==> src/rtl/core/ulcd_pkg.sv <==
// shared constants and types for the uart line command decoder
// no dependencies

package ulcd_pkg;

    localparam int LINE_CHARS_DEF = 32;

    localparam logic [7:0] CH_NL    = 8'd10;
    localparam logic [7:0] CH_SPACE = 8'd32;
    localparam logic [7:0] CH_NUL   = 8'd0;
    localparam logic [7:0] CH_TAB   = 8'd9;
    localparam logic [7:0] CH_VT    = 8'd11;
    localparam logic [7:0] CH_FF    = 8'd12;
    localparam logic [7:0] CH_CR    = 8'd13;
    localparam logic [7:0] CH_PLUS  = 8'd43;
    localparam logic [7:0] CH_MINUS = 8'd45;
    localparam logic [7:0] CH_ZERO  = 8'd48;
    localparam logic [7:0] CH_NINE  = 8'd57;

    typedef logic [3:0] t_kw;

    localparam t_kw KW_START = 4'd0;
    localparam t_kw KW_H     = 4'd1;
    localparam t_kw KW_HE    = 4'd2;
    localparam t_kw KW_HEL   = 4'd3;
    localparam t_kw KW_HELP  = 4'd4;
    localparam t_kw KW_P     = 4'd5;
    localparam t_kw KW_PI    = 4'd6;
    localparam t_kw KW_PIN   = 4'd7;
    localparam t_kw KW_PING  = 4'd8;
    localparam t_kw KW_D     = 4'd9;
    localparam t_kw KW_NONE  = 4'd10;

    typedef logic [1:0] t_resp;

    localparam t_resp RESP_SET     = 2'd0;
    localparam t_resp RESP_HELP    = 2'd1;
    localparam t_resp RESP_PONG    = 2'd2;
    localparam t_resp RESP_INVALID = 2'd3;

    localparam logic [6:0] DISP_MAX = 7'd99;
    localparam logic [6:0] NUM_SAT  = 7'd100;

    typedef struct packed {
        logic       valid;
        t_resp      response;
        logic [6:0] display_value;
    } t_line_result;

endpackage

==> src/rtl/core/ulcd_parser.sv <==
// per-line parse state: keyword tracking, number token and character count
// depends on ulcd_pkg

module ulcd_parser
    import ulcd_pkg::*;
#(
    parameter int LINE_CHARS = LINE_CHARS_DEF
) (
    input  logic         i_clk,
    input  logic         i_rst_n,
    input  logic         i_take,
    input  logic [7:0]   i_byte,
    output t_line_result o_result
);

    localparam int CW = $clog2(LINE_CHARS);
    localparam logic [CW-1:0] LIMIT = CW'(LINE_CHARS - 1);

    typedef enum logic [2:0] {
        PH_LEAD,
        PH_KEY,
        PH_GAP,
        PH_NUMPRE,
        PH_NUMDIG,
        PH_REST
    } t_phase;

    t_phase        r_phase, n_phase;
    t_kw           r_kw, n_kw;
    logic [CW-1:0] r_count, n_count;
    logic          r_neg, n_neg;
    logic [6:0]    r_value, n_value;
    logic          r_stopped, n_stopped;

    logic          is_digit;
    logic          is_ws;
    logic          numpre;
    logic [10:0]   acc;
    logic [6:0]    dig_value;
    t_kw           kw_step;
    t_kw           kw_cur;

    assign is_digit = (i_byte >= CH_ZERO) && (i_byte <= CH_NINE);
    assign is_ws    = (i_byte == CH_TAB) || (i_byte == CH_VT) ||
                      (i_byte == CH_FF) || (i_byte == CH_CR);
    assign acc      = {1'b0, r_value, 3'b000} + {3'b000, r_value, 1'b0}
                      + {3'b000, i_byte - CH_ZERO};
    assign dig_value = (acc >= 11'd100) ? NUM_SAT : acc[6:0];
    assign numpre   = (r_phase == PH_NUMPRE) ||
                      ((r_phase == PH_GAP) && (i_byte != CH_SPACE));
    assign kw_cur   = (r_phase == PH_LEAD) ? KW_START : r_kw;

    always_comb begin
        kw_step = KW_NONE;
        case (kw_cur)
            KW_START: begin
                if (i_byte == "h") kw_step = KW_H;
                else if (i_byte == "p") kw_step = KW_P;
                else if (i_byte == "d") kw_step = KW_D;
            end
            KW_H:   if (i_byte == "e") kw_step = KW_HE;
            KW_HE:  if (i_byte == "l") kw_step = KW_HEL;
            KW_HEL: if (i_byte == "p") kw_step = KW_HELP;
            KW_P:   if (i_byte == "i") kw_step = KW_PI;
            KW_PI:  if (i_byte == "n") kw_step = KW_PIN;
            KW_PIN: if (i_byte == "g") kw_step = KW_PING;
            default: kw_step = KW_NONE;
        endcase
    end

    always_comb begin
        o_result.valid         = 1'b0;
        o_result.response      = RESP_INVALID;
        o_result.display_value = 7'd0;
        case (r_kw)
            KW_HELP: o_result.response = RESP_HELP;
            KW_PING: o_result.response = RESP_PONG;
            KW_D: begin
                o_result.response = RESP_SET;
                if ((r_neg && r_value != 7'd0) || r_value >= NUM_SAT)
                    o_result.display_value = DISP_MAX;
                else
                    o_result.display_value = r_value;
            end
            default: o_result.response = RESP_INVALID;
        endcase
        if (i_take && i_byte == CH_NL)
            o_result.valid = 1'b1;
    end

    always_comb begin
        n_phase   = r_phase;
        n_kw      = r_kw;
        n_count   = r_count;
        n_neg     = r_neg;
        n_value   = r_value;
        n_stopped = r_stopped;
        if (i_take) begin
            if (i_byte == CH_NL) begin
                n_phase   = PH_LEAD;
                n_kw      = KW_START;
                n_count   = '0;
                n_neg     = 1'b0;
                n_value   = 7'd0;
                n_stopped = 1'b0;
            end else if (r_count < LIMIT) begin
                n_count = r_count + 1'b1;
                if (i_byte == CH_NUL) begin
                    n_count = LIMIT;
                end else if (numpre) begin
                    n_phase = PH_NUMPRE;
                    if (is_ws) begin
                        n_phase = PH_NUMPRE;
                    end else if (i_byte == CH_PLUS) begin
                        n_phase = PH_NUMDIG;
                    end else if (i_byte == CH_MINUS) begin
                        n_neg   = 1'b1;
                        n_phase = PH_NUMDIG;
                    end else if (is_digit) begin
                        n_value = dig_value;
                        n_phase = PH_NUMDIG;
                    end else begin
                        n_stopped = 1'b1;
                        n_phase   = PH_REST;
                    end
                end else begin
                    case (r_phase)
                        PH_LEAD: begin
                            if (i_byte != CH_SPACE) begin
                                n_kw    = kw_step;
                                n_phase = PH_KEY;
                            end
                        end
                        PH_KEY: begin
                            if (i_byte == CH_SPACE)
                                n_phase = (r_kw == KW_D) ? PH_GAP : PH_REST;
                            else
                                n_kw = kw_step;
                        end
                        PH_NUMDIG: begin
                            if (is_digit) begin
                                n_value = dig_value;
                            end else begin
                                n_stopped = 1'b1;
                                n_phase   = PH_REST;
                            end
                        end
                        default: n_phase = r_phase;
                    endcase
                end
            end
        end
    end

    always_ff @(posedge i_clk) begin
        if (!i_rst_n) begin
            r_phase   <= PH_LEAD;
            r_kw      <= KW_START;
            r_count   <= '0;
            r_neg     <= 1'b0;
            r_value   <= 7'd0;
            r_stopped <= 1'b0;
        end else begin
            r_phase   <= n_phase;
            r_kw      <= n_kw;
            r_count   <= n_count;
            r_neg     <= n_neg;
            r_value   <= n_value;
            r_stopped <= n_stopped;
        end
    end

endmodule

==> src/rtl/core/uart_line_command_decoder_unit.sv <==
// top level of the uart line command decoder: input and result registers
// depends on ulcd_pkg and ulcd_parser
//
// usage:
//   rx channel: i_rx_valid / o_rx_stall carry one received byte per beat
//   (i_rx_byte); a newline byte closes the current command line.
//   result channel: o_resp_valid / i_resp_stall carry one beat per line
//   with o_response (0 set display, 1 help, 2 pong, 3 invalid) and
//   o_display_value (0..99, zero unless response is set display).
//   throughput: one byte per cycle, every cycle, as long as the result
//   side does not stall.
//   result path: a newline byte goes from the input register through the
//   combinational parser into the result register, which shows its beat;
//   a result-side stall can hold the byte in the input register.
//   stall: while a result beat waits and i_resp_stall is high, no byte is
//   parsed; the input register holds once occupied and raises o_rx_stall.
//   reset: i_rst_n low at a clock edge empties both registers and starts
//   a fresh line with no result pending.
//   only the first LINE_CHARS-1 bytes of a line are parsed.

module uart_line_command_decoder_unit
    import ulcd_pkg::*;
#(
    parameter int LINE_CHARS = LINE_CHARS_DEF
) (
    input  logic       i_clk,
    input  logic       i_rst_n,
    input  logic       i_rx_valid,
    output logic       o_rx_stall,
    input  logic [7:0] i_rx_byte,
    output logic       o_resp_valid,
    input  logic       i_resp_stall,
    output logic [1:0] o_response,
    output logic [6:0] o_display_value
);

    logic         r_in_valid;
    logic [7:0]   r_in_byte;
    logic         r_out_valid;
    t_resp        r_response;
    logic [6:0]   r_display;
    logic         hold;
    logic         take;
    t_line_result result;

    assign hold       = r_out_valid && i_resp_stall;
    assign take       = r_in_valid && !hold;
    assign o_rx_stall = r_in_valid && hold;

    ulcd_parser #(
        .LINE_CHARS(LINE_CHARS)
    ) u_parser (
        .i_clk    (i_clk),
        .i_rst_n  (i_rst_n),
        .i_take   (take),
        .i_byte   (r_in_byte),
        .o_result (result)
    );

    always_ff @(posedge i_clk) begin
        if (!i_rst_n) begin
            r_in_valid  <= 1'b0;
            r_out_valid <= 1'b0;
        end else begin
            if (!o_rx_stall)
                r_in_valid <= i_rx_valid;
            if (!hold)
                r_out_valid <= result.valid;
        end
    end

    always_ff @(posedge i_clk) begin
        if (!o_rx_stall && i_rx_valid)
            r_in_byte <= i_rx_byte;
        if (!hold && result.valid) begin
            r_response <= result.response;
            r_display  <= result.display_value;
        end
    end

    assign o_resp_valid    = r_out_valid;
    assign o_response      = r_response;
    assign o_display_value = r_display;

endmodule

==> config.mk <==
export PLATFORM = sky130hd
export DESIGN_NAME = uart_line_command_decoder_unit
export DESIGN_NICKNAME = d
export VERILOG_FILES = /design/src/rtl/core/ulcd_pkg.sv /design/src/rtl/core/ulcd_parser.sv /design/src/rtl/core/uart_line_command_decoder_unit.sv
export SDC_FILE = /design/constraint.sdc
export NUM_CORES = 1
export LEC_CHECK = 0
export ABC_AREA = 0
export BUFFER_PORTS_ARGS = -buffer_cell sky130_fd_sc_hd__buf_2
export CORE_AREA = 2 2 86 88
export CTS_CLUSTER_DIAMETER = 100
export DETAILED_ROUTE_END_ITERATION = 8
export DIE_AREA = 0 0 88 90
export PLACE_DENSITY = 0.53
export SYNTH_ARGS = -nofsm -noshare
export SYNTH_HDL_FRONTEND = slang
export SYNTH_HIERARCHICAL = 1
export SYNTH_SLANG_ARGS = --single-unit
==> constraint.sdc <==
create_clock -name i_clk -period 7 [get_ports i_clk]
set_clock_uncertainty 0.05 [all_clocks]
set_input_delay 1.4 -clock i_clk [delete_from_list [all_inputs] [get_ports i_clk]]
set_output_delay 1.4 -clock i_clk [all_outputs]
set_load 0.01 [all_outputs]
**Yosys cells after proc, flatten, opt, wreduce, memory -nomap -nowiden**

Cells that the tools add are included.

- Input port bits: 12
- Flip-flop bits (word level): 39
- Word-level logic and storage cells: 149
- Output and inout port bits: 11

- Eq/ne operators: 42
- Reduce and logical (&&, ||, !) cells: 32
- $lt $le $gt $ge: 5
- Multiplexer cells: 54
- Bitwise operators: 1
- $add $sub $neg: 4

Operator list:

| kind | number |
|---|---|
| 7-bit 2-to-1 mux | 11 |
| 8-bit by 7-bit == test with 1-bit output (second input constant) | 8 |
| 4-bit 2-to-1 mux | 14 |
| 8-bit by 4-bit == test with 1-bit output (second input constant) | 5 |
| 3-bit 2-to-1 mux | 11 |
| 4-bit case mux with 7 select lines | 1 |
| 7-bit AND reduction | 4 |
| 8-bit by 6-bit == test with 1-bit output (second input constant) | 3 |
| 4-bit by 3-bit == test with 1-bit output (second input constant) | 4 |
| 5-bit 2-to-1 mux | 3 |
| 10-bit by 8-bit adder with 11-bit output | 1 |
| 11-bit by 8-bit adder with 11-bit output | 1 |
| 11-bit by 7-bit >= comparator with 1-bit output (second input constant) | 1 |
| 1-bit logical AND | 9 |
| 1-bit 2-to-1 mux | 9 |
| 3-bit != test (second input constant) | 3 |
| 3-bit case mux with 3 select lines | 1 |
| 4-bit by 2-bit == test with 1-bit output (second input constant) | 2 |
| 4-bit == test (second input constant) | 2 |
| 8-bit by 6-bit >= comparator with 1-bit output (second input constant) | 1 |
| 8-bit by 6-bit <= comparator with 1-bit output (second input constant) | 1 |
| 8-bit logical NOT | 1 |
| 8-bit by 6-bit != test with 1-bit output (second input constant) | 1 |
| 4-bit case mux with 2 select lines | 1 |
| 27 further kinds | 40 |

**Depth between registers and ports, before layout**

- Depth in word-level cells: 12
- Gate-level depth with buffers: 12
- Gate-level depth less buffers: 12

**Cells and area by module**

Netlist, hierarchy kept.

Modules (own cells, without submodules):

| module | times used | sequential area each (um^2) | area an instance (um^2) | cells an instance |
|---|---|---|---|---|
| ulcd_parser | 1 | 400.4 | 2143.3 | 269 |
| uart_line_command_decoder_unit | 1 | 550.5 | 601.8 | 26 |

**Least setup slack after synthesis**

OpenSTA, ideal clock, no wires.

- Path type: input -> register
- Start: input port i_resp_stall
- End: register r_display[0] (netlist: o_display_value[0]), enable pin
- Path buffers: 0
- Stages on the path: 3
- Arrival: 2821 ps
- Library setup time: 389 ps
- Slack: 3740 ps
- Required time: 6561 ps
- Cell sequence: a21boi_0 and2_1 a21boi_0

RTL lines:

| what | RTL line | text |
|---|---|---|
| start, declared | uart_line_command_decoder_unit.sv:32 | `input logic i_resp_stall,` |
| end signal, assigned | uart_line_command_decoder_unit.sv:77 | `r_display <= result.display_value;` |
| end, declared | uart_line_command_decoder_unit.sv:41 | `logic [6:0] r_display;` |

==> metrics.txt <==
Worst Path Max Fanout=9; worst skew pair latency=0.30 ns; GR Overflow Total=0; #FFs+latches synth=39; CP max-delay cell=a21boi_0; share of layout cells above drive strength 1=14.5%; headroom to the max-slew limit=16.5%; WS Path Type=input port to register; Post-synth top flop=dfxtp_1; Post-DP HPWL=4570 um; Starting DRT DRC Count=120; Post-Layout Inst Area=0.00299 mm2; Resized cells post-CTS=0; fin crit share=49.1%; pin slew with the least headroom to its limit=1.24 ns; Core Rows=31; Root Buffer=clkbuf_8; Synth area leader=edfxtp_1; total negative slack=0 ns; Cell Area, Placed=0.00290 mm2; crit-path max cell delay=0.98 ns; Synth Warn #=6; Cell Area, Synth=0.00275 mm2; H-tree depth=2; count of unique library cells instantiated by Yosys=68; worst-path cell chain=buf_2 -> a21boi_0 -> and2_1 -> a21boi_0; Mapped Cells=295; vias in the first global route=2172; port bufs=22; vias post-DR=2241; pin count of the biggest net entering global routing=30; Vias/cell=5.48; Worst Path Required=6.86 ns; Startpoint Class=input port; GRT Total Usage=16.8%; P_sw=143 uW; Switching Fraction=29.3%; routed len/inst=15.4 um; final hold violation count=0; Worst VDD drop=0.0000810 V; Final min period=3.43 ns; Worst Path Arrival=3.30 ns; Pre-antenna DRT Iters=5; CTS tree=built; Comb pwr share=15.2%; final-stage net count=340; setup ws final=3.57 ns; Setup Slack @ Placement=3.24 ns; diode count=0; Crit path top cell by count=a21boi_0; CTS sink cnt=39; max_cap viols=0; syn_nets=326; antenna violations before repair=0; gpl congestion=0.854; clock-pin slew on the worst setup and hold paths=0.09 ns; Int Pwr=346 uW; Final setup viols=0; global-route wire length before repair=10400 um; CTS Hold Bufs=0; Fmax=291 MHz; Fill cells=700; die height=90 um; number of synthesized flops with an enable pin=17; asr flop ratio synth=0%; die area=0.00792 mm2; RSZ-0062 raised after global routing=no; TritonCTS buffer count=5; cell family with most CP delay=compound AO/OA/AOI/OAI gates; Longest Clk Path Bufs=2; DRT antenna net count=0; post-CTS setup buffer count=0; most frequent cell after synthesis=nand2_1; Area growth syn-to-layout=8.89%; Buf+Inv Stages, Crit Path=1; Sequential Power Share=53.2%; mean area per synthesized cell=9.31 um2; Post-synth top cells=nand2_1 (27), nor2_1 (26), dfxtp_1 (22); Core ar.=0.00702 mm2; Crit. End Element=register; Initial Utilization=39.1%; Finished Layout Cells=409; top post-synthesis cells by area=edfxtp_1 (19%), dfxtp_1 (16%), ha_1 (5.9%), fa_1 (4.4%), nand2_1 (3.7%); dpl cells=401; Slew Limit Fails=0; status=finished clean; IO Pins=23; power density over cell area=163 mW/mm2; die width=88 um; post-synthesis sequential area ratio=34.6%; number of remaining DRC errors=0; Post-Route WL=6300 um; Leak=1.08 nW; area fraction of the dominant cell type after synthesis=18.6%; Clk pwr share=31.6%; HP Class=register to register
==> worst min-delay path, cell delays in order, from the launching register on <==
cell	delay (ns)
dfxtp_1	0.33
nand2_1	0.05
a21boi_0	0.07
==> state kept, by name (all words and copies together) (netlist names) <==
name and flops:
r_in_byte 8, o_display_value 7, u_parser/r_value 7, u_parser/r_count 5, u_parser/r_kw 4, u_parser/r_phase 3
o_response 2, o_resp_valid 1, r_in_valid 1, u_parser/r_neg 1
==> layout by cell type, fill, tap and decap left out, types with 2 or more instances in the layout <==
master,instances
nor2_1,26
o311a_1,2
o21ai_0,14
and3_1,3
a31oi_1,4
o32ai_2,3
a21boi_0,8
fa_1,6
dfxtp_1,22
nor3b_1,4
a21oi_1,16
o2bb2ai_1,2
xor2_1,5
nor4_1,2
nand3_1,10
nand4_1,2
o22ai_1,2
a21o_1,5
clkbuf_8,5
o31ai_1,3
buf_2,22
inv_1,11
edfxtp_1,17
and2_1,3
nor3_1,9
o21a_1,2
nor2b_1,12
nand2b_1,4
nand2_1,27
a41oi_1,2
o211ai_1,3
ha_1,13
mux2i_1,3
xnor2_1,3
==> path summary, 6_finish.rpt <==
kind / startpoint / end / slack (ns) / cells after the start
setup / recovery: i_resp_stall / o_display_value[1] / 3.57 / 4
hold / removal: u_parser/r_count[4] / u_parser/r_count[4] / 0.45 / 2
setup reg to reg: r_in_byte[5] / u_parser/r_value[4] / 3.58 / 10
hold reg to reg: u_parser/r_count[4] / u_parser/r_count[4] / 0.45 / 2
==> cells by family after synthesis <==
kind of cell | after synthesis | share of synthesized area, %
AND/OR/NAND/NOR | 119 | 24.1
adder cells (fa/ha/maj) | 19 | 10.3
AO/OA/AOI/OAI | 80 | 22.7
buffers and inverters | 26 | 4.24
multiplexers | 4 | 1.50
flip-flops | 39 | 34.6
XOR/XNOR | 8 | 2.55
==> metrics by stage <==
step | hold WS [ns] | utilization, % | total power [mW]
floorplan | 0.403 | - | 0.320
global placement | 0.425 | 41.4 | 0.338
detailed placement | 0.436 | 41.4 | 0.339
CTS | 0.448 | 42.6 | 0.493
global route | 0.481 | 42.6 | 0.514
finish | 0.448 | 42.6 | 0.489
==> per-layer routing <==
| metal | routed length [um] | vias to the layer above | share of wire [%] | global-route usage [%] |
|---|---|---|---|---|
| li1 | - | 1110 | - | - |
| met1 | 3110 | 1060 | 49 | 23.2 |
| met2 | 2830 | 60 | 45 | 25.8 |
| met3 | 275 | 11 | 4.4 | 3.49 |
| met4 | 85 | 0 | 1.3 | 5.90 |
| met5 | 0 | - | 0 | 0 |
==> power groups by stage <==
| stage | registers, mW | clock network, mW | logic (mW) |
|---|---|---|---|
| detailed placement | 0.265 | 0 | 0.0738 |
| global placement | 0.265 | 0 | 0.0733 |
| global route | 0.262 | 0.168 | 0.0839 |
| floorplan | 0.256 | 0 | 0.0641 |
| CTS | 0.260 | 0.160 | 0.0739 |
| finish | 0.260 | 0.154 | 0.0743 |
==> final cells by class <==
cell class                      instances  area [um2]  area share [%]
Multi-Input combinational cell        230        1680            56.1
Sequential cell                        39         951            31.8
Tap cell                               99         124            4.14
Timing Repair Buffer                   22         110            3.68
Clock buffer                            6        72.6            2.43
Inverter                               11        41.3            1.38
Clock inverter                          2        12.5           0.419
No activity file was read; power rests on OpenSTA's default activity.
